[config.mk]
export PLATFORM = sky130hd
export DESIGN_NAME = fecinv_ctrl
export DESIGN_NICKNAME = d
export VERILOG_FILES = /design/src/design/fecinv_pkg.sv /design/src/design/fecinv_ctrl.sv
export SDC_FILE = /design/constraint.sdc
export NUM_CORES = 1
export LEC_CHECK = 0
export BUFFER_PORTS_ARGS = -buffer_cell sky130_fd_sc_hd__buf_2
export CORE_AREA = 2 2 45 47
export CTS_BUF_LIST = sky130_fd_sc_hd__clkbuf_4 sky130_fd_sc_hd__clkbuf_8
export DETAILED_ROUTE_END_ITERATION = 16
export DIE_AREA = 0 0 47 49
export SYNTH_ARGS = -nofsm -noshare
export SYNTH_HDL_FRONTEND = slang
export SYNTH_SLANG_ARGS = --single-unit
[constraint.sdc]
create_clock -name clk -period 2.7 [get_ports clk]
set_clock_uncertainty 0.05 [all_clocks]
set_input_delay 0.135 -clock clk [delete_from_list [all_inputs] [get_ports clk]]
set_output_delay 0.135 -clock clk [all_outputs]
set_load 0.02 [all_outputs]
[src/design/fecinv_pkg.sv]
// ----------------------------------------------------------------------------
// Face-element connectivity inverter package
// Shared payload types, request codes and the controller-to-datapath command
// and status types.
// ----------------------------------------------------------------------------
package fecinv_pkg;

	// Request codes carried in req_type.
	localparam logic REQ_LOAD = 1'b0;
	localparam logic REQ_READ = 1'b1;

	// One input item.
	typedef struct packed {
		logic        req_type;
		logic [10:0] left_element;
		logic [10:0] right_element;
		logic        last_face;
		logic [13:0] read_index;
	} in_t;

	// One result item.
	typedef struct packed {
		logic [13:0] out_word;
		logic [13:0] list_length;
		logic        range_error;
	} out_t;

	// Datapath operations, one per cycle.
	typedef enum logic [3:0] {
		CMD_NOP,
		CMD_LOAD,
		CMD_RD_ISSUE,
		CMD_RD_DONE,
		CMD_CLR,
		CMD_IDX_RST,
		CMD_FACE_RD,
		CMD_CNT_RD,
		CMD_CNT_WR,
		CMD_PFX_RD,
		CMD_PFX_WR,
		CMD_TOTAL,
		CMD_SCT_RD,
		CMD_SCT_WR,
		CMD_FINISH
	} cmd_t;

	// Command bundle from the controller.
	typedef struct packed {
		cmd_t cmd;
		logic side;
	} ctl_t;

	// Status bundle back to the controller.
	typedef struct packed {
		logic idx_end;
		logic face_end;
	} stat_t;

endpackage

[src/design/fecinv_ctrl.sv]
// ----------------------------------------------------------------------------
// Face-element connectivity inverter controller
// Sequences loads, reads and the multi-pass build, and runs the handshakes.
// ----------------------------------------------------------------------------
module fecinv_ctrl (
	input  logic              clk,
	input  logic              arst_n,
	input  logic              in_valid,
	output logic              in_stall,
	input  logic              req_type,
	input  logic              last_face,
	output logic              out_valid,
	input  logic              out_stall,
	input  fecinv_pkg::stat_t status,
	output fecinv_pkg::ctl_t  ctl
);

	typedef enum logic [3:0] {
		S_IDLE, S_RD, S_CLR1, S_RST1, S_CNT_F, S_CNT_R, S_CNT_W, S_PFX_R,
		S_PFX_W, S_CLR2, S_RST2, S_SCT_F, S_SCT_R, S_SCT_W, S_FIN, S_RESP
	} state_t;

	state_t state_q;
	state_t state_d;
	logic   side_q;
	logic   side_d;
	logic   in_xfer;

	assign in_stall  = (state_q != S_IDLE);
	assign out_valid = (state_q == S_RESP);
	assign in_xfer   = in_valid && !in_stall;
	assign ctl.side  = side_q;

	// Command and next-state decode.
	always_comb begin
		state_d = state_q;
		side_d  = side_q;
		ctl.cmd = fecinv_pkg::CMD_NOP;
		unique case (state_q)
			S_IDLE: begin
				if (in_xfer) begin
					if (req_type == fecinv_pkg::REQ_READ) begin
						ctl.cmd = fecinv_pkg::CMD_RD_ISSUE;
						state_d = S_RD;
					end else begin
						ctl.cmd = fecinv_pkg::CMD_LOAD;
						if (last_face) begin
							state_d = S_CLR1;
						end
					end
				end
			end
			S_RD: begin
				ctl.cmd = fecinv_pkg::CMD_RD_DONE;
				state_d = S_RESP;
			end
			S_CLR1, S_CLR2: begin
				if (status.idx_end) begin
					ctl.cmd = fecinv_pkg::CMD_IDX_RST;
					state_d = (state_q == S_CLR1) ? S_CNT_F : S_SCT_F;
				end else begin
					ctl.cmd = fecinv_pkg::CMD_CLR;
				end
			end
			S_CNT_F, S_SCT_F: begin
				if (status.face_end) begin
					state_d = (state_q == S_CNT_F) ? S_PFX_R : S_FIN;
				end else begin
					ctl.cmd = fecinv_pkg::CMD_FACE_RD;
					side_d  = 1'b0;
					state_d = (state_q == S_CNT_F) ? S_CNT_R : S_SCT_R;
				end
			end
			S_CNT_R: begin
				ctl.cmd = fecinv_pkg::CMD_CNT_RD;
				state_d = S_CNT_W;
			end
			S_SCT_R: begin
				ctl.cmd = fecinv_pkg::CMD_SCT_RD;
				state_d = S_SCT_W;
			end
			S_CNT_W, S_SCT_W: begin
				ctl.cmd = (state_q == S_CNT_W) ? fecinv_pkg::CMD_CNT_WR : fecinv_pkg::CMD_SCT_WR;
				if (side_q) begin
					state_d = (state_q == S_CNT_W) ? S_CNT_F : S_SCT_F;
				end else begin
					side_d  = 1'b1;
					state_d = (state_q == S_CNT_W) ? S_CNT_R : S_SCT_R;
				end
			end
			S_PFX_R: begin
				if (status.idx_end) begin
					ctl.cmd = fecinv_pkg::CMD_TOTAL;
					state_d = S_CLR2;
				end else begin
					ctl.cmd = fecinv_pkg::CMD_PFX_RD;
					state_d = S_PFX_W;
				end
			end
			S_PFX_W: begin
				ctl.cmd = fecinv_pkg::CMD_PFX_WR;
				state_d = S_PFX_R;
			end
			S_RST1, S_RST2: begin
				ctl.cmd = fecinv_pkg::CMD_IDX_RST;
				state_d = (state_q == S_RST1) ? S_CNT_F : S_SCT_F;
			end
			S_FIN: begin
				ctl.cmd = fecinv_pkg::CMD_FINISH;
				state_d = S_RESP;
			end
			S_RESP: begin
				if (!out_stall) begin
					state_d = S_IDLE;
				end
			end
			default: begin
				state_d = S_IDLE;
			end
		endcase
	end

	// State register.
	always_ff @(posedge clk or negedge arst_n) begin
		if (!arst_n) begin
			state_q <= S_IDLE;
			side_q  <= 1'b0;
		end else begin
			state_q <= state_d;
			side_q  <= side_d;
		end
	end

endmodule

# After elaboration in Yosys (flattened, before gate mapping)
# Cells that the tools add are included.
[totals]
ramBits = 0
output_inout_bits = 7
regBits = 5
in_bits = 8
wordCells = 58
n_memories = 0
latch_bits = 0
rom_bits = 0
[classes]
n_mul = 0
n_div = 0
n_bitwise = 0
n_shift = 0
n_eq_ne = 20
reduce_logical = 12
magnitude_cmp = 0
n_addsub = 0
mux = 24
[op_table]
columns = ["cell", "n"]
rows = [
  ["4-bit one-hot mux with 11 select lines", 2],
  ["4-bit two-way mux", 13],
  ["4-bit == test, second input constant", 8],
  ["4-bit by 3-bit == test with 1-bit output, second input constant", 4],
  ["2-bit OR reduction", 5],
  ["4-bit by 2-bit == test with 1-bit output, second input constant", 2],
  ["2-bit != test, second input constant", 4],
  ["2-bit two-way mux", 3],
  ["3-bit two-way mux", 2],
  ["4-bit by 1-bit == test with 1-bit output, second input constant", 1],
  ["4-bit zero test", 1],
  ["4-bit AND reduction", 1],
  ["4-bit nonzero test", 1],
  ["1-bit two-way mux", 3],
  ["3-bit != test, second input constant", 1],
  ["1-bit one-hot mux with 2 select lines", 1],
  ["2-bit AND reduction", 1],
  ["2-bit nonzero test", 1],
  ["1-bit logical AND", 1],
  ["1-bit zero test", 1],
]

# Depth between registers and ports, before layout
[logic_depth]
word_depth = 5
ltp_mapped = 8
mapped_depth_nobuf = 7

# Least setup slack after synthesis
# Ideal clock, no wire load.
[synth_timing]
path_type = "reg-to-reg"
startpoint = "reg state_q[1]"
endpoint = "reg state_q[0]"
period_less_slack_ps = 1902
path_buffers = 2
path_stages_with_launch = 9
setup_ps = 122
setup_slack_ps = 798
arrival_time_ps = 1730
t_required_ps = 2528
cell_sequence = "dfrtp_1 buf_2 clkbuf_1 nand3_1 ha_1 o21ai_0 a21oi_1 o21ai_0 a32o_1"
[synth_between]
elab_chain_cells = 5
word_cells_on_any_way = 39
cone_classes = "19 x eq/ne; 10 x mux; 10 x reduce/logical"
[synth_rtl]
columns = ["element", "line", "text"]
rows = [
  ["from (decl)", "fecinv_ctrl.sv:23", "state_t state_q;"],
  ["from (signal assigned)", "fecinv_ctrl.sv:129", "state_q <= state_d;"],
  ["parallel branches: the longest is 5 deep, another holds 4-bit one-hot mux with 11 select lines", "n/a", ""],
]
# Parallel ways; which one is timed is not known. The select of a mux whose other input is x is not followed.
# A chain may end at the register's enable or synchronous reset.

# Final worst setup path
# Same ends and word-level chain as after synthesis.

==> impl_summary.log <==
INFO  metric place_worst_setup_slack = 0.8706 ns
INFO  metric drt_iter0_drc = 16
INFO  metric drc_errors = 0
INFO  metric synth_top_cells_by_area = sky130_fd_sc_hd__dfrtp_1, sky130_fd_sc_hd__a21oi_1, sky130_fd_sc_hd__o21ai_0
INFO  metric hold_path_class = input port to register
INFO  metric timing.max_slew.rel_slack = 68.45%
INFO  metric antenna_found_initial = 0
INFO  metric fp-row-count = 16
INFO  metric layout.nets = 118
INFO  metric syn_avg_cell_area = 7.268 um^2
INFO  metric syn_inst = 94
INFO  metric layout.area.seq = 125.1 um^2
INFO  metric dpl.hpwl = 1.251 mm
INFO  metric total_vias_in_the_final_route = 788
INFO  metric combinational_family_with_the_most_area_after_synthesis = compound AO/OA/AOI/OAI gates
INFO  metric tritoncts_num_sinks = 5
INFO  metric slowest_stage = sky130_fd_sc_hd__dfrtp_1
INFO  metric cts_tree = done
INFO  metric antenna_cells = 0
INFO  metric worst_pin_slew = 0.4733 ns
INFO  metric max-cap-violations = 0
INFO  metric cts_max_path_buffers = 2
INFO  metric synth-adder-area-share = 3.663%
INFO  metric synth.top_cell.area_share = 18.32%
INFO  metric r2r-end = state_q[0]
INFO  metric worstPathRequired = 2.78 ns
INFO  metric post_route_cells_drive_above_1_share = 24.30%
INFO  metric routed_wl = 1.798 mm
INFO  metric status = finished clean
INFO  metric fp.dieW = 47 um
INFO  metric detailedRoute.firstPassIterationCount = 4
INFO  metric io_pins = 15
INFO  metric wl_per_cell = 13.42 um
INFO  metric core = 1842 um^2
INFO  metric setup-tns-final = 0 ns
INFO  metric yosysWarningCount = 0
INFO  metric crit_path_largest_cell_delay = 0.63 ns
INFO  metric timing.critical_path.cells = nand3_1 -> ha_1 -> o21ai_0 -> a21oi_1 -> o21ai_0 -> a32o_1
INFO  metric grt_setup_unrepaired = no
INFO  metric fin_crit = 1.865 ns
INFO  metric drt-vias-per-instance = 5.881
INFO  metric grt_max_degree = 26
INFO  metric n_fill_cell = 196
INFO  metric synth_flop_cell = sky130_fd_sc_hd__dfrtp_1
INFO  metric initial_utilization = 37.09%
INFO  metric synthMuxAreaShare = 0%
INFO  metric fin_ws = 0.8354 ns
INFO  metric routabilityCongestion = 0.7581
INFO  metric largest_area_contributor_in_the_synthesized_netlist = sky130_fd_sc_hd__dfrtp_1
INFO  metric ys_seq_elements = 5
INFO  metric setup_viol = 0
INFO  metric critPathArrivalTime = 1.94 ns
INFO  metric final.period_utilization = 69.06%
INFO  metric worstPathMaxFanout = 16
INFO  metric cts.reportedPaths.clkPinSlew = 0.04 ns
INFO  metric first_global_vias = 696
INFO  metric full_die_area = 2303 um^2
INFO  metric critical-path-top-cell-by-count = sky130_fd_sc_hd__o21ai_0
INFO  metric critPathKind = register to register
INFO  metric rr_worst_depth = 6
INFO  metric maxSlewViolCount = 0
INFO  metric post_synth_instance_area = 683.2 um^2
INFO  metric power_per_standard_cell_area = 1475 nW/um^2
INFO  metric netlist-cell-type-count = 37
INFO  metric startpoint_type = register
INFO  metric grt.total_usage = 19.18%
INFO  metric synth_area_in_compound_gates = 41.94%
INFO  metric clock_insertion_delay_worst_skew = 0.24 ns
INFO  metric xor_xnor_fraction_of_synth_area = 1.282%
INFO  metric grt_overflow_total = 0
INFO  metric buffer_ports.inserted = 14
INFO  metric synth_sequential_area_ratio = 18.32%
INFO  metric timing.hold.worst.start = out_stall
INFO  metric number_of_synthesized_flops_with_an_enable_pin = 0
INFO  metric final_core_util = 43.07%
INFO  metric htree_num_levels = 1
INFO  metric fmax = 536.3 MHz
INFO  metric global_route_wire_length_before_repair = 3.277 mm
INFO  metric multiInputGateArea = 471.7 um^2
INFO  metric yosys.area_share.simple = 22.16%
INFO  metric critical_path.reg2reg.startpoint = state_q[1]
INFO  metric cts_post_setup_buffers_inserted = 0
INFO  metric synthToLayoutAreaGrowth = 16.12%
INFO  metric critical_path.endpoint_type = register
INFO  metric async_flop_share = 100.0%
INFO  metric min_to = state_q[2]
INFO  metric die_height = 49 um
INFO  metric final-hold-violation-count = 0
INFO  metric vdd_ir_drop_max = 0.5114 mV
INFO  metric mappedNetlistNets = 104
INFO  metric cts_inserted_buffers = 3
INFO  metric clock-root-buffer = sky130_fd_sc_hd__clkbuf_4
INFO  metric static_leak = 0.3256 nW
INFO  metric timing.hold.worst_path_depth = 3
INFO  metric route.antenna.remaining_nets = 0
INFO  metric ff2ff_setup_slack = 0.84 ns
-- power by group --
part | total [mW] | switching [mW] | internal, mW
Clock | 0.0974 | 0.0315 | 0.0659
Combinational | 0.897 | 0.551 | 0.346
Sequential | 0.176 | 0.0579 | 0.118
Total | 1.17 | 0.640 | 0.530
-- cell usage after synthesis (all sizes together) (2+ instances only) --
| cell type | count |
|---|---|
| nand2 | 3 |
| nor3 | 3 |
| nand2b | 4 |
| a31oi | 2 |
| inv | 6 |
| a21oi | 16 |
| o41ai | 2 |
| o22ai | 5 |
| dfrtp | 5 |
| nand3 | 2 |
| o21ai | 11 |
| nor4 | 3 |
| ha | 2 |
| nor2 | 4 |
| buf | 9 |
-- timing repair --
item,in CTS,in global routing
endpoints found under the hold margin,5,0
resized for setup,0,0
hold buffers,1,0
-- state kept, by name (all words and copies together), names as in the netlist --
| signal | flops |
|---|---|
| state_q | 4 |
| side_q | 1 |
-- metrics by stage --
step	cells	hold slack [ns]	area, um^2	total power, mW
3_5_place_dp	129	-0.08882	753.2	1.060
4_1_cts	134	0.07737	793.3	1.164
6_report	134	0.08303	793.3	1.170
3_3_place_gp	129	-0.09168	753.2	1.058
2_1_floorplan	94	-0.2106	683.2	0.8897
5_1_grt	134	0.1034	793.3	1.305
-- kinds of logic after synthesis --
| group | count (synthesis) |
|---|---|
| AO/OA/AOI/OAI | 46 |
| AND/OR/NAND/NOR | 24 |
| buffers and inverters | 16 |
| flip-flops | 5 |
| adder cells (fa/ha/maj) | 2 |
| XOR/XNOR | 1 |
-- worst max path at each step --
stage / start / end / slack, ns / cells after the start
2_1_floorplan: state_q[1] / state_q[0] / 0.80 / 8
3_3_place_gp: state_q[0] / state_q[0] / 0.90 / 7
6_report: state_q[1] / state_q[0] / 0.84 / 6
5_1_grt: state_q[1] / state_q[0] / 0.65 / 6
4_1_cts: state_q[1] / state_q[0] / 0.85 / 6
3_5_place_dp: state_q[1] / state_q[0] / 0.87 / 6
-- cell usage in the layout (no fill, tap or decap), types with 4 or more instances in the layout --
cell type,n
sky130_fd_sc_hd__nand2b_1,4
sky130_fd_sc_hd__clkbuf_4,4
sky130_fd_sc_hd__inv_1,6
sky130_fd_sc_hd__buf_4,4
sky130_fd_sc_hd__o21ai_0,10
sky130_fd_sc_hd__dfrtp_1,5
sky130_fd_sc_hd__o22ai_1,5
sky130_fd_sc_hd__nor2_1,4
sky130_fd_sc_hd__buf_2,14
sky130_fd_sc_hd__a21oi_1,15
-- area by class of cell --
class                      instances  share of cell area (%)
timing repair buffer              19                   13.88
inverter                           6                   2.839
clock buffer                       4                   3.785
tap                               27                   4.259
sequential                         5                   15.77
multi-input combinational         73                   59.46
-- layer usage --
layer	GRT usage (%)	routed length, um	vias up	share of wire [%]
met4	6.944	38	0	2.1
met1	26.48	780	361	43
met5	0	0	-	0
met2	29.00	846	36	47
li1	-	-	387	-
met3	3.704	133	4	7.4
-- worst max-delay path, delay by kind of cell (launching register included) --
kind / cells / cell delay (ns)
DFF: 1 / 0.63
AOI/OAI and AO/OA: 4 / 0.53
adders and majority gates: 1 / 0.35
and+or+nand+nor: 1 / 0.19
(Power assumes the default switching activity.)
